`config.mk`:
```
export PLATFORM = sky130hd
export DESIGN_NAME = meter_frame_receiver_flat
export DESIGN_NICKNAME = d
export VERILOG_FILES = /design/src/mfr_pkg.sv /design/src/mfr_if.sv /design/src/mfr_cell.sv /design/src/mfr_chain.sv /design/src/meter_frame_receiver.sv /design/src/flat_wrapper.sv
export SDC_FILE = /design/constraint.sdc
export NUM_CORES = 1
export LEC_CHECK = 0
export ABC_CLOCK_PERIOD_IN_PS = 18600
export BUFFER_PORTS_ARGS = -buffer_cell sky130_fd_sc_hd__buf_2
export CORE_UTILIZATION = 45
export CTS_CLUSTER_DIAMETER = 30
export DETAILED_ROUTE_END_ITERATION = 10
export HOLD_SLACK_MARGIN = 0.08
export PLACE_DENSITY = 0.77
export SLEW_MARGIN = 20
export SYNTH_ARGS = -nofsm -noshare
export SYNTH_HDL_FRONTEND = slang
export SYNTH_HIERARCHICAL = 1
export SYNTH_SLANG_ARGS = --single-unit
```
`constraint.sdc`:
```
create_clock -name clk_i -period 18.6 [get_ports clk_i]
set_input_delay 0.93 -clock clk_i [delete_from_list [all_inputs] [get_ports clk_i]]
set_output_delay 0.93 -clock clk_i [all_outputs]
set_load 0.005 [all_outputs]
```
`src/mfr_pkg.sv`:
```
package mfr_pkg;

  localparam int unsigned FRAME_LEN = 23;

  localparam logic [7:0] HEADER_BYTE = 8'h55;
  localparam logic [7:0] READ_CMD    = 8'h58;

  localparam logic [15:0] TIMEOUT_RESET = 16'd300;
  localparam logic [1:0]  ADDR_RESET    = 2'd0;

  // The configuration port carries one more index bit than the register list
  // needs, so writes to unknown indexes are visible and ignored.
  localparam int unsigned CFG_IDX_W  = 2;
  localparam int unsigned CFG_DATA_W = 16;

  localparam logic [CFG_IDX_W-1:0] REG_TIMEOUT_MS     = 2'd0;
  localparam logic [CFG_IDX_W-1:0] REG_DEVICE_ADDRESS = 2'd1;

  typedef enum logic [1:0] {
    EV_GOOD    = 2'd0,
    EV_CSUM    = 2'd1,
    EV_JUNK    = 2'd2,
    EV_TIMEOUT = 2'd3
  } event_e;

endpackage

```
`src/mfr_if.sv`:
```
interface mfr_in_if;
  logic       valid;
  logic       ready;
  logic       action;
  logic [7:0] rx_byte;

  modport source (output valid, output action, output rx_byte, input ready);
  modport sink   (input valid, input action, input rx_byte, output ready);
endinterface

interface mfr_out_if;
  logic               valid;
  logic               ready;
  logic [1:0]         event_res;
  logic [23:0]        current_rms;
  logic [23:0]        voltage_rms;
  logic [23:0]        fast_current_rms;
  logic signed [23:0] active_power;
  logic [23:0]        energy_count;
  logic [15:0]        line_period;
  logic [7:0]         status_byte;
  logic [31:0]        good_samples;
  logic [31:0]        checksum_fails;
  logic [31:0]        junk_count;
  logic [31:0]        timeout_count;

  modport source (
    output valid, input ready,
    output event_res, output current_rms, output voltage_rms, output fast_current_rms,
    output active_power, output energy_count, output line_period, output status_byte,
    output good_samples, output checksum_fails, output junk_count, output timeout_count
  );
  modport sink (
    input valid, output ready,
    input event_res, input current_rms, input voltage_rms, input fast_current_rms,
    input active_power, input energy_count, input line_period, input status_byte,
    input good_samples, input checksum_fails, input junk_count, input timeout_count
  );
endinterface

```
`src/mfr_cell.sv`:
```
module mfr_cell (
  input  logic       clk_i,
  input  logic       shift_i,
  input  logic [7:0] data_i,
  output logic [7:0] data_o
);

  logic [7:0] data_q;
  logic [7:0] data_d;

  assign data_d = shift_i ? data_i : data_q;

  always_ff @(posedge clk_i) begin
    data_q <= data_d;
  end

  assign data_o = data_q;

endmodule

```
`src/mfr_chain.sv`:
```
module mfr_chain #(
  parameter int unsigned Depth = mfr_pkg::FRAME_LEN - 1
) (
  input  logic       clk_i,
  input  logic       shift_i,
  input  logic [7:0] data_i,
  output logic [7:0] bytes_o [Depth]
);

  // New bytes enter at the top and move one cell down per shift, so after a
  // full frame cell k holds frame byte k.
  for (genvar k = 0; k < Depth; k++) begin : g_cell
    logic [7:0] feed;
    if (k == Depth - 1) begin : g_top
      assign feed = data_i;
    end else begin : g_mid
      assign feed = bytes_o[k+1];
    end
    mfr_cell u_cell (
      .clk_i  (clk_i),
      .shift_i(shift_i),
      .data_i (feed),
      .data_o (bytes_o[k])
    );
  end

endmodule

```
`src/meter_frame_receiver.sv`:
```
// Receiver for the energy meter's full-packet UART reply. Each request on
// in_i is either a received byte (action 0) or a one millisecond tick
// (action 1); one request is taken every clock cycle, and the result of a
// request that produces one is in the output register on the next cycle.
// Input is held off only while a result waits in out_o and the sink is not
// ready. Bytes outside a frame that are not the 0x55 header give a junk
// event; a frame is 23 bytes from the header, its bytes move down a row of
// byte cells, and the closing checksum byte gives a good sample or a
// checksum error. A frame still open after timeout_ms ticks is dropped with
// a timeout event on the next tick. Every result carries the four wrapping
// event counters after its own update. Configuration writes go straight to
// the registers and belong to idle periods.
module meter_frame_receiver #(
  parameter int unsigned FrameLen = mfr_pkg::FRAME_LEN
) (
  input  logic                           clk_i,
  input  logic                           rst_ni,
  input  logic                           cfg_we_i,
  input  logic [mfr_pkg::CFG_IDX_W-1:0]  cfg_idx_i,
  input  logic [mfr_pkg::CFG_DATA_W-1:0] cfg_data_i,
  mfr_in_if.sink                         in_i,
  mfr_out_if.source                      out_o
);
  import mfr_pkg::*;

  localparam int unsigned Depth = FrameLen - 1;
  localparam int unsigned IdxW  = $clog2(FrameLen);
  localparam logic [IdxW-1:0] LastData = IdxW'(Depth);

  logic [15:0]     timeout_q;
  logic [1:0]      addr_q;
  logic [IdxW-1:0] idx_q, idx_d;
  logic [7:0]      sum_q, sum_d;
  logic [15:0]     elapsed_q, elapsed_d;
  logic [31:0]     good_q, good_d;
  logic [31:0]     csum_q, csum_d;
  logic [31:0]     junk_q, junk_d;
  logic [31:0]     tmo_q, tmo_d;

  logic            out_valid_q;
  event_e          event_q;
  logic [23:0]     cur_q, volt_q, fast_q, energy_q;
  logic [23:0]     power_q;
  logic [15:0]     period_q;
  logic [7:0]      status_q;

  logic            accept;
  logic            shift;
  logic            emit;
  logic            with_data;
  event_e          event_d;
  logic [7:0]      sum_base;
  logic [7:0]      frame [Depth];

  assign in_i.ready = !out_valid_q || out_o.ready;
  assign accept     = in_i.valid && in_i.ready;

  mfr_chain #(
    .Depth(Depth)
  ) u_chain (
    .clk_i  (clk_i),
    .shift_i(shift),
    .data_i (in_i.rx_byte),
    .bytes_o(frame)
  );

  assign sum_base = (idx_q == '0) ? (READ_CMD | {6'd0, addr_q}) : sum_q;

  always_comb begin
    idx_d     = idx_q;
    sum_d     = sum_q;
    elapsed_d = elapsed_q;
    good_d    = good_q;
    csum_d    = csum_q;
    junk_d    = junk_q;
    tmo_d     = tmo_q;
    shift     = 1'b0;
    emit      = 1'b0;
    with_data = 1'b0;
    event_d   = EV_GOOD;
    if (accept) begin
      if (in_i.action) begin
        if (idx_q != '0) begin
          if (elapsed_q >= timeout_q) begin
            tmo_d     = tmo_q + 32'd1;
            idx_d     = '0;
            elapsed_d = '0;
            sum_d     = '0;
            emit      = 1'b1;
            event_d   = EV_TIMEOUT;
          end else begin
            elapsed_d = elapsed_q + 16'd1;
          end
        end
      end else if (idx_q == '0 && in_i.rx_byte != HEADER_BYTE) begin
        junk_d  = junk_q + 32'd1;
        emit    = 1'b1;
        event_d = EV_JUNK;
      end else if (idx_q < LastData) begin
        // Header or payload byte: store it and extend the running sum.
        shift     = 1'b1;
        sum_d     = sum_base + in_i.rx_byte;
        idx_d     = idx_q + 1'b1;
        elapsed_d = (idx_q == '0) ? 16'd0 : elapsed_q;
      end else begin
        idx_d     = '0;
        elapsed_d = '0;
        sum_d     = '0;
        emit      = 1'b1;
        if (~sum_q == in_i.rx_byte) begin
          good_d    = good_q + 32'd1;
          with_data = 1'b1;
          event_d   = EV_GOOD;
        end else begin
          csum_d  = csum_q + 32'd1;
          event_d = EV_CSUM;
        end
      end
    end
  end

  always_ff @(posedge clk_i or negedge rst_ni) begin
    if (!rst_ni) begin
      timeout_q   <= TIMEOUT_RESET;
      addr_q      <= ADDR_RESET;
      idx_q       <= '0;
      sum_q       <= '0;
      elapsed_q   <= '0;
      good_q      <= '0;
      csum_q      <= '0;
      junk_q      <= '0;
      tmo_q       <= '0;
      out_valid_q <= 1'b0;
    end else begin
      if (cfg_we_i) begin
        unique case (cfg_idx_i)
          REG_TIMEOUT_MS:     timeout_q <= cfg_data_i;
          REG_DEVICE_ADDRESS: addr_q    <= cfg_data_i[1:0];
          default: ;
        endcase
      end
      idx_q     <= idx_d;
      sum_q     <= sum_d;
      elapsed_q <= elapsed_d;
      good_q    <= good_d;
      csum_q    <= csum_d;
      junk_q    <= junk_d;
      tmo_q     <= tmo_d;
      if (emit) begin
        out_valid_q <= 1'b1;
      end else if (out_o.ready) begin
        out_valid_q <= 1'b0;
      end
    end
  end

  // Result payload; measurement fields read as zero unless the frame is good.
  always_ff @(posedge clk_i) begin
    if (emit) begin
      event_q  <= event_d;
      cur_q    <= with_data ? {frame[3], frame[2], frame[1]} : 24'd0;
      volt_q   <= with_data ? {frame[6], frame[5], frame[4]} : 24'd0;
      fast_q   <= with_data ? {frame[9], frame[8], frame[7]} : 24'd0;
      power_q  <= with_data ? {frame[12], frame[11], frame[10]} : 24'd0;
      energy_q <= with_data ? {frame[15], frame[14], frame[13]} : 24'd0;
      period_q <= with_data ? {frame[17], frame[16]} : 16'd0;
      status_q <= with_data ? frame[19] : 8'd0;
    end
  end

  logic [31:0] good_o_q, csum_o_q, junk_o_q, tmo_o_q;

  always_ff @(posedge clk_i) begin
    if (emit) begin
      good_o_q <= good_d;
      csum_o_q <= csum_d;
      junk_o_q <= junk_d;
      tmo_o_q  <= tmo_d;
    end
  end

  assign out_o.valid            = out_valid_q;
  assign out_o.event_res        = event_q;
  assign out_o.current_rms      = cur_q;
  assign out_o.voltage_rms      = volt_q;
  assign out_o.fast_current_rms = fast_q;
  assign out_o.active_power     = $signed(power_q);
  assign out_o.energy_count     = energy_q;
  assign out_o.line_period      = period_q;
  assign out_o.status_byte      = status_q;
  assign out_o.good_samples     = good_o_q;
  assign out_o.checksum_fails   = csum_o_q;
  assign out_o.junk_count       = junk_o_q;
  assign out_o.timeout_count    = tmo_o_q;

endmodule

```
`src/flat_wrapper.sv`:
```
// flat-port wrapper written by rule: the top's interface ports become plain ports
module meter_frame_receiver_flat import mfr_pkg::*;
#(
  parameter int unsigned FrameLen = mfr_pkg::FRAME_LEN
)
  (clk_i, rst_ni, cfg_we_i, cfg_idx_i, cfg_data_i, in_i_valid, in_i_action, in_i_rx_byte, in_i_ready, out_o_valid, out_o_ready, out_o_event_res, out_o_current_rms, out_o_voltage_rms, out_o_fast_current_rms, out_o_active_power, out_o_energy_count, out_o_line_period, out_o_status_byte, out_o_good_samples, out_o_checksum_fails, out_o_junk_count, out_o_timeout_count);
  mfr_in_if in_i_i ();
  mfr_out_if out_o_i ();
  input  logic clk_i;
  input  logic rst_ni;
  input  logic cfg_we_i;
  input  logic [mfr_pkg::CFG_IDX_W-1:0] cfg_idx_i;
  input  logic [mfr_pkg::CFG_DATA_W-1:0] cfg_data_i;
  input wire logic [$bits(in_i_i.valid)-1:0] in_i_valid;
  input wire logic [$bits(in_i_i.action)-1:0] in_i_action;
  input wire logic [$bits(in_i_i.rx_byte)-1:0] in_i_rx_byte;
  output wire logic [$bits(in_i_i.ready)-1:0] in_i_ready;
  output wire logic [$bits(out_o_i.valid)-1:0] out_o_valid;
  input wire logic [$bits(out_o_i.ready)-1:0] out_o_ready;
  output wire logic [$bits(out_o_i.event_res)-1:0] out_o_event_res;
  output wire logic [$bits(out_o_i.current_rms)-1:0] out_o_current_rms;
  output wire logic [$bits(out_o_i.voltage_rms)-1:0] out_o_voltage_rms;
  output wire logic [$bits(out_o_i.fast_current_rms)-1:0] out_o_fast_current_rms;
  output wire logic [$bits(out_o_i.active_power)-1:0] out_o_active_power;
  output wire logic [$bits(out_o_i.energy_count)-1:0] out_o_energy_count;
  output wire logic [$bits(out_o_i.line_period)-1:0] out_o_line_period;
  output wire logic [$bits(out_o_i.status_byte)-1:0] out_o_status_byte;
  output wire logic [$bits(out_o_i.good_samples)-1:0] out_o_good_samples;
  output wire logic [$bits(out_o_i.checksum_fails)-1:0] out_o_checksum_fails;
  output wire logic [$bits(out_o_i.junk_count)-1:0] out_o_junk_count;
  output wire logic [$bits(out_o_i.timeout_count)-1:0] out_o_timeout_count;
  assign in_i_i.valid = in_i_valid;
  assign in_i_i.action = in_i_action;
  assign in_i_i.rx_byte = in_i_rx_byte;
  assign in_i_ready = in_i_i.ready;
  assign out_o_valid = out_o_i.valid;
  assign out_o_i.ready = out_o_ready;
  assign out_o_event_res = out_o_i.event_res;
  assign out_o_current_rms = out_o_i.current_rms;
  assign out_o_voltage_rms = out_o_i.voltage_rms;
  assign out_o_fast_current_rms = out_o_i.fast_current_rms;
  assign out_o_active_power = out_o_i.active_power;
  assign out_o_energy_count = out_o_i.energy_count;
  assign out_o_line_period = out_o_i.line_period;
  assign out_o_status_byte = out_o_i.status_byte;
  assign out_o_good_samples = out_o_i.good_samples;
  assign out_o_checksum_fails = out_o_i.checksum_fails;
  assign out_o_junk_count = out_o_i.junk_count;
  assign out_o_timeout_count = out_o_i.timeout_count;
  meter_frame_receiver #(.FrameLen(FrameLen)) u_core (.clk_i(clk_i), .rst_ni(rst_ni), .cfg_we_i(cfg_we_i), .cfg_idx_i(cfg_idx_i), .cfg_data_i(cfg_data_i), .in_i(in_i_i), .out_o(out_o_i));
endmodule
```
# Yosys cells after proc, flatten, opt, wreduce, memory -nomap -nowiden
# Cells that the tools add are included.
# op_classes
addsub	7
magnitude_cmp	2
eq_ne	7
n_mux	57
bitwise	1
n_reduce_logical	12
# ops
operator	count
$mux W32	17
$add A32 B1 Y32 const B	4
$mux W16	6
$mux W8	6
$mux W5	5
$mux W1	18
$add A16 B1 Y16 const B	1
$ge A16 B16 Y1	1
$mux W2	5
$add A8 B8 Y8	1
$eq A8 B8 Y1	1
$ne A8 B7 Y1 const B	1
$not A8 Y8	1
$reduce_and A4 Y1	2
$add A5 B1 Y5 const B	1
$logic_not A5 Y1	1
$lt A5 B5 Y1 const B	1
$reduce_bool A5 Y1	1
$ne A2 B1 Y1 const B	2
$reduce_and A2 Y1	2
$ne A3 B2 Y1 const B	1
$eq A2 B1 Y1 const B	1
$logic_and A1 B1 Y1	2
$logic_not A2 Y1	1
4 further kinds	4
# word_totals
regBits	618
input_bits	32

# Logic depth before layout (Yosys ltp)
# Gate-level depths: netlist of run 1.
# depth
word_depth	7
mapped_depth	15
ltp_nobuf	14

# By module
# Netlist of run 1, hierarchy kept.
# by_module_without_submodules
module	n_inst	cells_each	area_each_um2
meter_frame_receiver	1	1311	18067.3
mfr_cell	22	8	240.2

# Least setup slack after synthesis of run 1
# No wires, ideal clock.
# synth_path
path_type	input to register
start	input in_i_rx_byte[1]
end	register u_core.sum_q[6]
setup_time_ps	126
arrival_time_ps	14815
required_ps	18474
setup_slack_ps	3659
stages	5
path_buffers	0
path_cell_list	nor4bb_1 -> a21oi_2 -> nor3_1 -> inv_1 -> o31ai_1
# synth_between
elab_chain_cells	4
word_cells_on_any_way	8
cone_classes	add/sub: 1; eq/ne: 2; mux: 3; reduce/logical: 2
# synth_rtl
item	line_no	source
start: declaration	flat_wrapper.sv:16	input wire logic [$bits(in_i_i.rx_byte)-1:0] in_i_rx_byte;
$add A8 B8 Y8 / $ne A8 B7 Y1 (equally long branches)	meter_frame_receiver.sv:102, meter_frame_receiver.sv:95	
$mux W8 / $logic_and A1 B1 Y1 (equally long branches)	meter_frame_receiver.sv:99, meter_frame_receiver.sv:95	
$mux W8 / $ne A2 B2 Y1 (equally long branches)	--	
$mux W8 / $reduce_and A4 Y1 (equally long branches)	--	
end signal: assignment	meter_frame_receiver.sv:143	sum_q <= sum_d;
end: declaration	meter_frame_receiver.sv:33	logic [7:0] sum_q, sum_d;
# Parallel ways exist; a longest one is shown, timed or not. The select of a mux whose other input is x is not followed.
# A chain may end at the register's enable or synchronous reset.

# Worst setup path in the final report of run 1
# layout_path
start	register u_core.elapsed_q[12]
end	register u_core.cur_q[23], in the netlist u_core/out_o.current_rms[23] (enable)
# layout_between
elab_chain_cells	5
# layout_rtl
item	line_no	source
start: declaration	meter_frame_receiver.sv:34	logic [15:0] elapsed_q, elapsed_d;
start signal: assignment	meter_frame_receiver.sv:144	elapsed_q <= elapsed_d;
$ge A16 B16 Y1	meter_frame_receiver.sv:84	if (elapsed_q >= timeout_q) begin
$mux W1	meter_frame_receiver.sv:84	
$mux W1	meter_frame_receiver.sv:83	if (idx_q != '0) begin
$mux W1	meter_frame_receiver.sv:82	if (in_i.action) begin
$mux W1	meter_frame_receiver.sv:81	if (accept) begin
net u_core.emit	meter_frame_receiver.sv:49	logic emit;
end signal: assignment	meter_frame_receiver.sv:161	cur_q <= with_data ? {frame[3], frame[2], frame[1]} : 24'd0;
end: declaration	meter_frame_receiver.sv:42	logic [23:0] cur_q, volt_q, fast_q, energy_q;
# The timed path passes the listed nets, and every way through them passes these cells.

==> results of run 1 <==
final cells by class:
cell class / instances / area share [%]
sequential: 618 / 59.71
multi-input combinational: 777 / 17.33
timing repair buffer: 322 / 5.742
clock inverter: 92 / 3.684
tap: 672 / 2.839
clock buffer: 125 / 10.05
inverter: 51 / 0.6464
sequential cells by signal (all words and copies together), names as in the netlist:
name,cells
u_core/u_chain/g_cell.u_cell/data_o,168
u_core/tmo_q,32
u_core/out_o.checksum_fails,32
u_core/out_o.timeout_count,32
u_core/out_o.current_rms,24
u_core/out_o.energy_count,24
u_core/idx_q,5
u_core/timeout_q,16
u_core/elapsed_q,16
u_core/out_o.voltage_rms,24
u_core/out_o.status_byte,8
u_core/out_o.valid,1
u_core/addr_q,2
u_core/sum_q,8
u_core/out_o.line_period,16
u_core/junk_q,32
u_core/good_q,32
u_core/csum_q,32
u_core/out_o.active_power,24
u_core/out_o.fast_current_rms,24
u_core/out_o.junk_count,32
u_core/out_o.good_samples,32
u_core/out_o.event_res,2
power groups by stage:
stage          clock (mW)  sequential, mW  combinational, mW
4_1_cts              2.17            1.78              0.425
5_1_grt              2.23            1.79              0.467
2_1_floorplan           0            1.87              0.227
3_5_place_dp            0            1.80              0.422
6_report             2.12            1.78              0.424
3_3_place_gp            0            1.79              0.408
layer usage:
| metal | track usage (%) | up-vias | share of wire (%) |
|---|---|---|---|
| met2 | 30.03 | 483 | 49 |
| met3 | 4.229 | 101 | 6.2 |
| met5 | 0 | - | 0.073 |
| li1 | - | 6223 | - |
| met1 | 23.75 | 6696 | 42 |
| met4 | 7.865 | 6 | 2.7 |
critical path, delay by kind of cell (launching register included):
family	cells	cell delay [ns]
adder cells (fa/ha/maj)	1	0.30
AND/OR/NAND/NOR	4	0.86
flip-flops	1	0.44
AO/OA/AOI/OAI	2	0.72
buffers and inverters	3	1.44
worst paths after layout:
| kind | end | slack (ns) | start |
|---|---|---|---|
| max reg2reg | u_core/out_o.current_rms[23]$_SDFFCE_PN0P_ | 14.39 | u_core/elapsed_q[12]$_DFFE_PN0P_ |
| max | u_core/out_o.current_rms[23]$_SDFFCE_PN0P_ | 14.39 | u_core/elapsed_q[12]$_DFFE_PN0P_ |
| min reg2reg | u_core/u_chain/g_cell[20].u_cell/data_o[7]$_DFFE_PP_ | 0.42 | u_core/u_chain/g_cell[21].u_cell/data_o[7]$_DFFE_PP_ |
| min | u_core/csum_q[10]$_DFF_PN0_ | 0.35 | rst_ni |
| max in group asynchronous | u_core/timeout_q[8]$_DFFE_PN1P_ | 16.98 | rst_ni |
| min in group clk_i | u_core/u_chain/g_cell[20].u_cell/data_o[7]$_DFFE_PP_ | 0.42 | u_core/u_chain/g_cell[21].u_cell/data_o[7]$_DFFE_PP_ |
==> results.sh, run 1 <==
export IMPL_outcome="completed"
export IMPL_combPwrFrac_pct=9.8
export IMPL_cts_resized=0
export IMPL_hold_slack_ns=0.3524
export IMPL_die_h_um=228.6
export IMPL_synth_warnings=6
export IMPL_via_count=13510
export IMPL_synth_fp_nets=1542
export IMPL_drv_cap=0
export IMPL_die_w_um=228.6
export IMPL_worst_ep_arrival_time_ns=4.48
export IMPL_hold_path_class="input port to async pin"
export IMPL_drt_pass1_iterations=5
export IMPL_p_seq_share_pct=41.1
export IMPL_total_power_mw=4.327
export IMPL_worstSetupStartpointType="register"
export IMPL_multi_input_comb_area_sq_um=5132
export IMPL_post_cts_setup_buffers=0
export IMPL_drive_gt1_share_pct=27.81
export IMPL_layout_common_cells="edfxtp_1, buf_2, dfrtp_1, and2_1, clkbuf_16"
export IMPL_period_minus_slack_ns=4.205
export IMPL_drt_iter0_markers=998
export IMPL_slowest_delay_ns=0.69
export IMPL_wl_per_cell_um=18.06
export IMPL_cp_slowest_cell="buf_4"
export IMPL_seqCellArea_sq_um=17680
export IMPL_p_sw_mw=1.083
export IMPL_tritoncts="built"
export IMPL_vias_per_cell=5.084
export IMPL_swShare_pct=25.04
export IMPL_pin_count=308
export IMPL_gp_congestion=0.8509
export IMPL_hold_viol_final=0
export IMPL_fp_coreArea_sq_um=50380
export IMPL_cp_max_fo=59
export IMPL_fin_util_pct=58.79
export IMPL_end_kind="register"
export IMPL_final_common_cell="edfxtp_1"
export IMPL_worst_slack_ns=14.39
export IMPL_netlist_area_sq_um=23110
export IMPL_slew_headroom_pct=21.42
export IMPL_first_global_vias=13770
export IMPL_fillCellCount=3744
export IMPL_p_leak_nw=11.96
export IMPL_start_util_pct=45.88
export IMPL_maxSlewViolCount=0
export IMPL_crit_top_cell="buf_4"
export IMPL_clock_fmax_mhz=237.8
export IMPL_tightest_slew_ns=1.179
export IMPL_clock_skew_final_ns=0.02131
export IMPL_place_ws_ns=14.39
export IMPL_cp_required_ns=18.87
export IMPL_die_area_sq_um=52270
export IMPL_root_buffer="clkbuf_16"
export IMPL_grt_total_usage_pct=18.43
export IMPL_num_antenna_cells=0
export IMPL_setup_tns_ns=0
export IMPL_drt_wl_total_um=48000
export IMPL_internal_power_mw=3.244
export IMPL_rr_worst_depth=10
export IMPL_nets=1947
export IMPL_insertion_delay_ns=0.65
export IMPL_pwr_share_clk_pct=49.1
export IMPL_grt_pass1_wl_um=75770
export IMPL_postLayoutCellArea_sq_um=29610
export IMPL_htree_levels=3
export IMPL_path_class="register to register"
export IMPL_power_density_nw_per_um2=146.1
export IMPL_syn_inst=1479
export IMPL_cts_buffers=114
export IMPL_dpl_cell_area_sq_um=25520
export IMPL_cts_sinks=618
export IMPL_portBuffers=307
export IMPL_antenna_left=0
export IMPL_drc=0
export IMPL_antenna_found_initial=3
export IMPL_min_period_over_period_pct=22.61
export IMPL_cts_buffer_depth=3
export IMPL_hold_buffers=0
export IMPL_post_dp_hpwl_um=29780
export IMPL_instances_no_fill=2657
export IMPL_postSynthAreaPerCell_sq_um=15.63
export IMPL_rsz0062_at_grt="false"
export IMPL_setup_viol=0
export IMPL_crit_chain="ha_1 -> nand4_1 -> or3_1 -> a2111oi_4 -> nor3_1 -> buf_4 -> o31a_1 -> nor2_4 -> buf_4 -> buf_4"
export IMPL_rows=82
export IMPL_clkTransAtPathRegs_ns=0.05
export IMPL_grt_max_degree=172
export IMPL_dp_cells=2439
export IMPL_syn2layout_area_growth_pct=28.13
export IMPL_grt_overflow=0
export IMPL_irDropWorstVdd_v=0.00008925
(Power assumes the default switching activity.)
==> inputs of run 2 (changes only) <==
Settings changed: ABC_CLOCK_PERIOD_IN_PS 18600 to 4200.
Clock period 18.6 ns to 4.2 ns, I/O delays scaled along.
==> results.sh, run 2 (synthesis gave the netlist of run 1 again) <==
export IMPL_cp_max_fo=58
export IMPL_drt_iter0_markers=655
export IMPL_hold_viol_final=0
export IMPL_htree_levels=3
export IMPL_insertion_delay_ns=0.65
export IMPL_p_seq_share_pct=41.4
export IMPL_dpl_cell_area_sq_um=25680
export IMPL_post_dp_hpwl_um=29920
export IMPL_grt_total_usage_pct=18.47
export IMPL_tritoncts="built"
export IMPL_worst_slack_ns=0.8737
export IMPL_clock_fmax_mhz=300.6
export IMPL_cp_slowest_cell="or3_4"
export IMPL_wl_per_cell_um=17.75
export IMPL_grtUsageMet3_pct=4.441
export IMPL_swShare_pct=24.93
export IMPL_syn2layout_area_growth_pct=29.68
export IMPL_crit_cells=9
export IMPL_vias_per_cell=5.016
export IMPL_cts_buffers=113
export IMPL_post_cts_setup_buffers=0
export IMPL_root_buffer="clkbuf_16"
export IMPL_largest_reg_flops=168
export IMPL_irDropWorstVdd_v=0.0004720
export IMPL_p_sw_mw=4.732
export IMPL_busiest_layer="met2"
export IMPL_use_met2_pct=30.37
export IMPL_seqCellArea_sq_um=17680
export IMPL_min_period_over_period_pct=79.20
export IMPL_hold_buffers=33
export IMPL_holdPathStages=4
export IMPL_hold_slack_ns=0.1382
export IMPL_outcome="completed"
export IMPL_period_minus_slack_ns=3.326
export IMPL_rows=82
export IMPL_critPathTopFamily="simple AND/OR/NAND/NOR gates"
export IMPL_cp_num_buf_inv=2
export IMPL_drc=0
export IMPL_maxSlewViolCount=0
export IMPL_postLayoutCellArea_sq_um=29970
export IMPL_instances_no_fill=2692
export IMPL_worstSetupStartpointType="register"
export IMPL_crit_top_cell="buf_12"
export IMPL_drt_pass1_iterations=5
export IMPL_fin_util_pct=59.50
export IMPL_drive_gt1_share_pct=27.21
export IMPL_rsz0062_at_grt="false"
export IMPL_met1_usage_pct=23.37
export IMPL_setup_tns_ns=0
export IMPL_setup_viol=0
export IMPL_total_power_mw=18.98
export IMPL_start_util_pct=45.88
export IMPL_path_class="register to register"
export IMPL_clock_skew_final_ns=0.02249
export IMPL_die_h_um=228.6
export IMPL_hold_path_class="input port to register"
export IMPL_dp_cells=2445
export IMPL_drt_wl_total_um=47780
export IMPL_combPwrFrac_pct=10.3
export IMPL_place_ws_ns=0.8717
export IMPL_slowest_delay_ns=0.46
export IMPL_clkTransAtPathRegs_ns=0.05
export IMPL_cts_buffer_depth=3
export IMPL_pin_count=308
export IMPL_nets=1984
export IMPL_die_w_um=228.6
export IMPL_pwr_share_clk_pct=48.4
export IMPL_fillCellCount=3717
export IMPL_cts_sinks=618
export IMPL_p_leak_nw=12.07
export IMPL_layout_common_cells="edfxtp_1, buf_2, dfrtp_1, and2_1, clkbuf_16"
export IMPL_gp_congestion=0.8298
export IMPL_first_global_vias=14000
export IMPL_multi_input_comb_area_sq_um=5162
export IMPL_portBuffers=307
export IMPL_cts_resized=0
export IMPL_rr_worst_depth=9
export IMPL_grt_max_degree=112
export IMPL_grt_overflow=0
export IMPL_via_count=13500
export IMPL_final_common_cell="edfxtp_1"
export IMPL_power_density_nw_per_um2=633.3
export IMPL_crit_chain="ha_1 -> nand4_1 -> or3_4 -> a2111oi_4 -> nor3_2 -> o31a_1 -> nor2_4 -> buf_12 -> buf_12"
export IMPL_tightest_slew_ns=1.060
export IMPL_die_area_sq_um=52270
export IMPL_drv_cap=0
export IMPL_antenna_left=0
export IMPL_grt_pass1_wl_um=75510
export IMPL_end_kind="register"
export IMPL_cp_required_ns=4.50
export IMPL_slew_headroom_pct=28.95
export IMPL_antenna_found_initial=2
export IMPL_internal_power_mw=14.25
export IMPL_fp_coreArea_sq_um=50380
export IMPL_worst_ep_arrival_time_ns=3.63
## run 2: cell count changes in the layout (fill, tap and decap cells not counted), moves of 3 or more
cell,before,now
dlygate4sd3_1,0,33
buf_12,2,9
clkbuf_1,5,11
inv_6,17,12
o21ai_0,45,41
o21ai_1,0,4
bufinv_16,16,13
clkbuf_8,4,7
clkinv_2,13,10
## run 2: worst reg2reg max path, cell delays in order, from the launching register on
cell       delay (ns)
dfrtp_1          0.44
ha_1             0.30
nand4_1          0.16
or3_4            0.46
a2111oi_4        0.40
nor3_2           0.10
o31a_1           0.30
nor2_4           0.15
buf_12           0.26
buf_12           0.35
## run 2: area by class of cell
type                            instances  share of cell area, %
Tap cell                              672                  2.805
Inverter                               51                 0.6387
Multi-Input combinational cell        777                  17.22
Sequential cell                       618                  59.00
Clock inverter                         79                  3.131
Timing Repair Buffer                  360                  7.126
Antenna cell                            2                0.01670
Clock buffer                          133                  10.06
## run 2: path summary, 6_finish.rpt
check | startpoint | to | slack [ns]
worst max-delay path | u_core/elapsed_q[12]$_DFFE_PN0P_ | u_core/out_o.timeout_count[30]$_DFFE_PP_ | 0.87
worst min-delay path | cfg_idx_i[1] | u_core/timeout_q[11]$_DFFE_PN0P_ | 0.14
worst max register to register | u_core/elapsed_q[12]$_DFFE_PN0P_ | u_core/out_o.timeout_count[30]$_DFFE_PP_ | 0.87
worst min register to register | u_core/u_chain/g_cell[20].u_cell/data_o[6]$_DFFE_PP_ | u_core/u_chain/g_cell[19].u_cell/data_o[6]$_DFFE_PP_ | 0.40
max in group asynchronous | rst_ni | u_core/tmo_q[21]$_DFF_PN0_ | 3.01
min in group asynchronous | rst_ni | u_core/junk_q[16]$_DFF_PN0_ | 0.18
## run 2: power groups by stage
stage,combinational (mW),sequential (mW),clock [mW]
after global routing,2.15,7.93,9.64
after detailed placement,1.94,7.96,0
after global placement,1.88,7.93,0
final,1.95,7.86,9.18
after floorplan,1.04,8.01,0
after CTS,1.98,7.87,9.36
## run 2: layer usage
layer	vias up	share of wire (%)
li1	6288	-
met1	6676	41
met2	445	50
met3	94	6.2
met4	0	2.7
met5	-	0
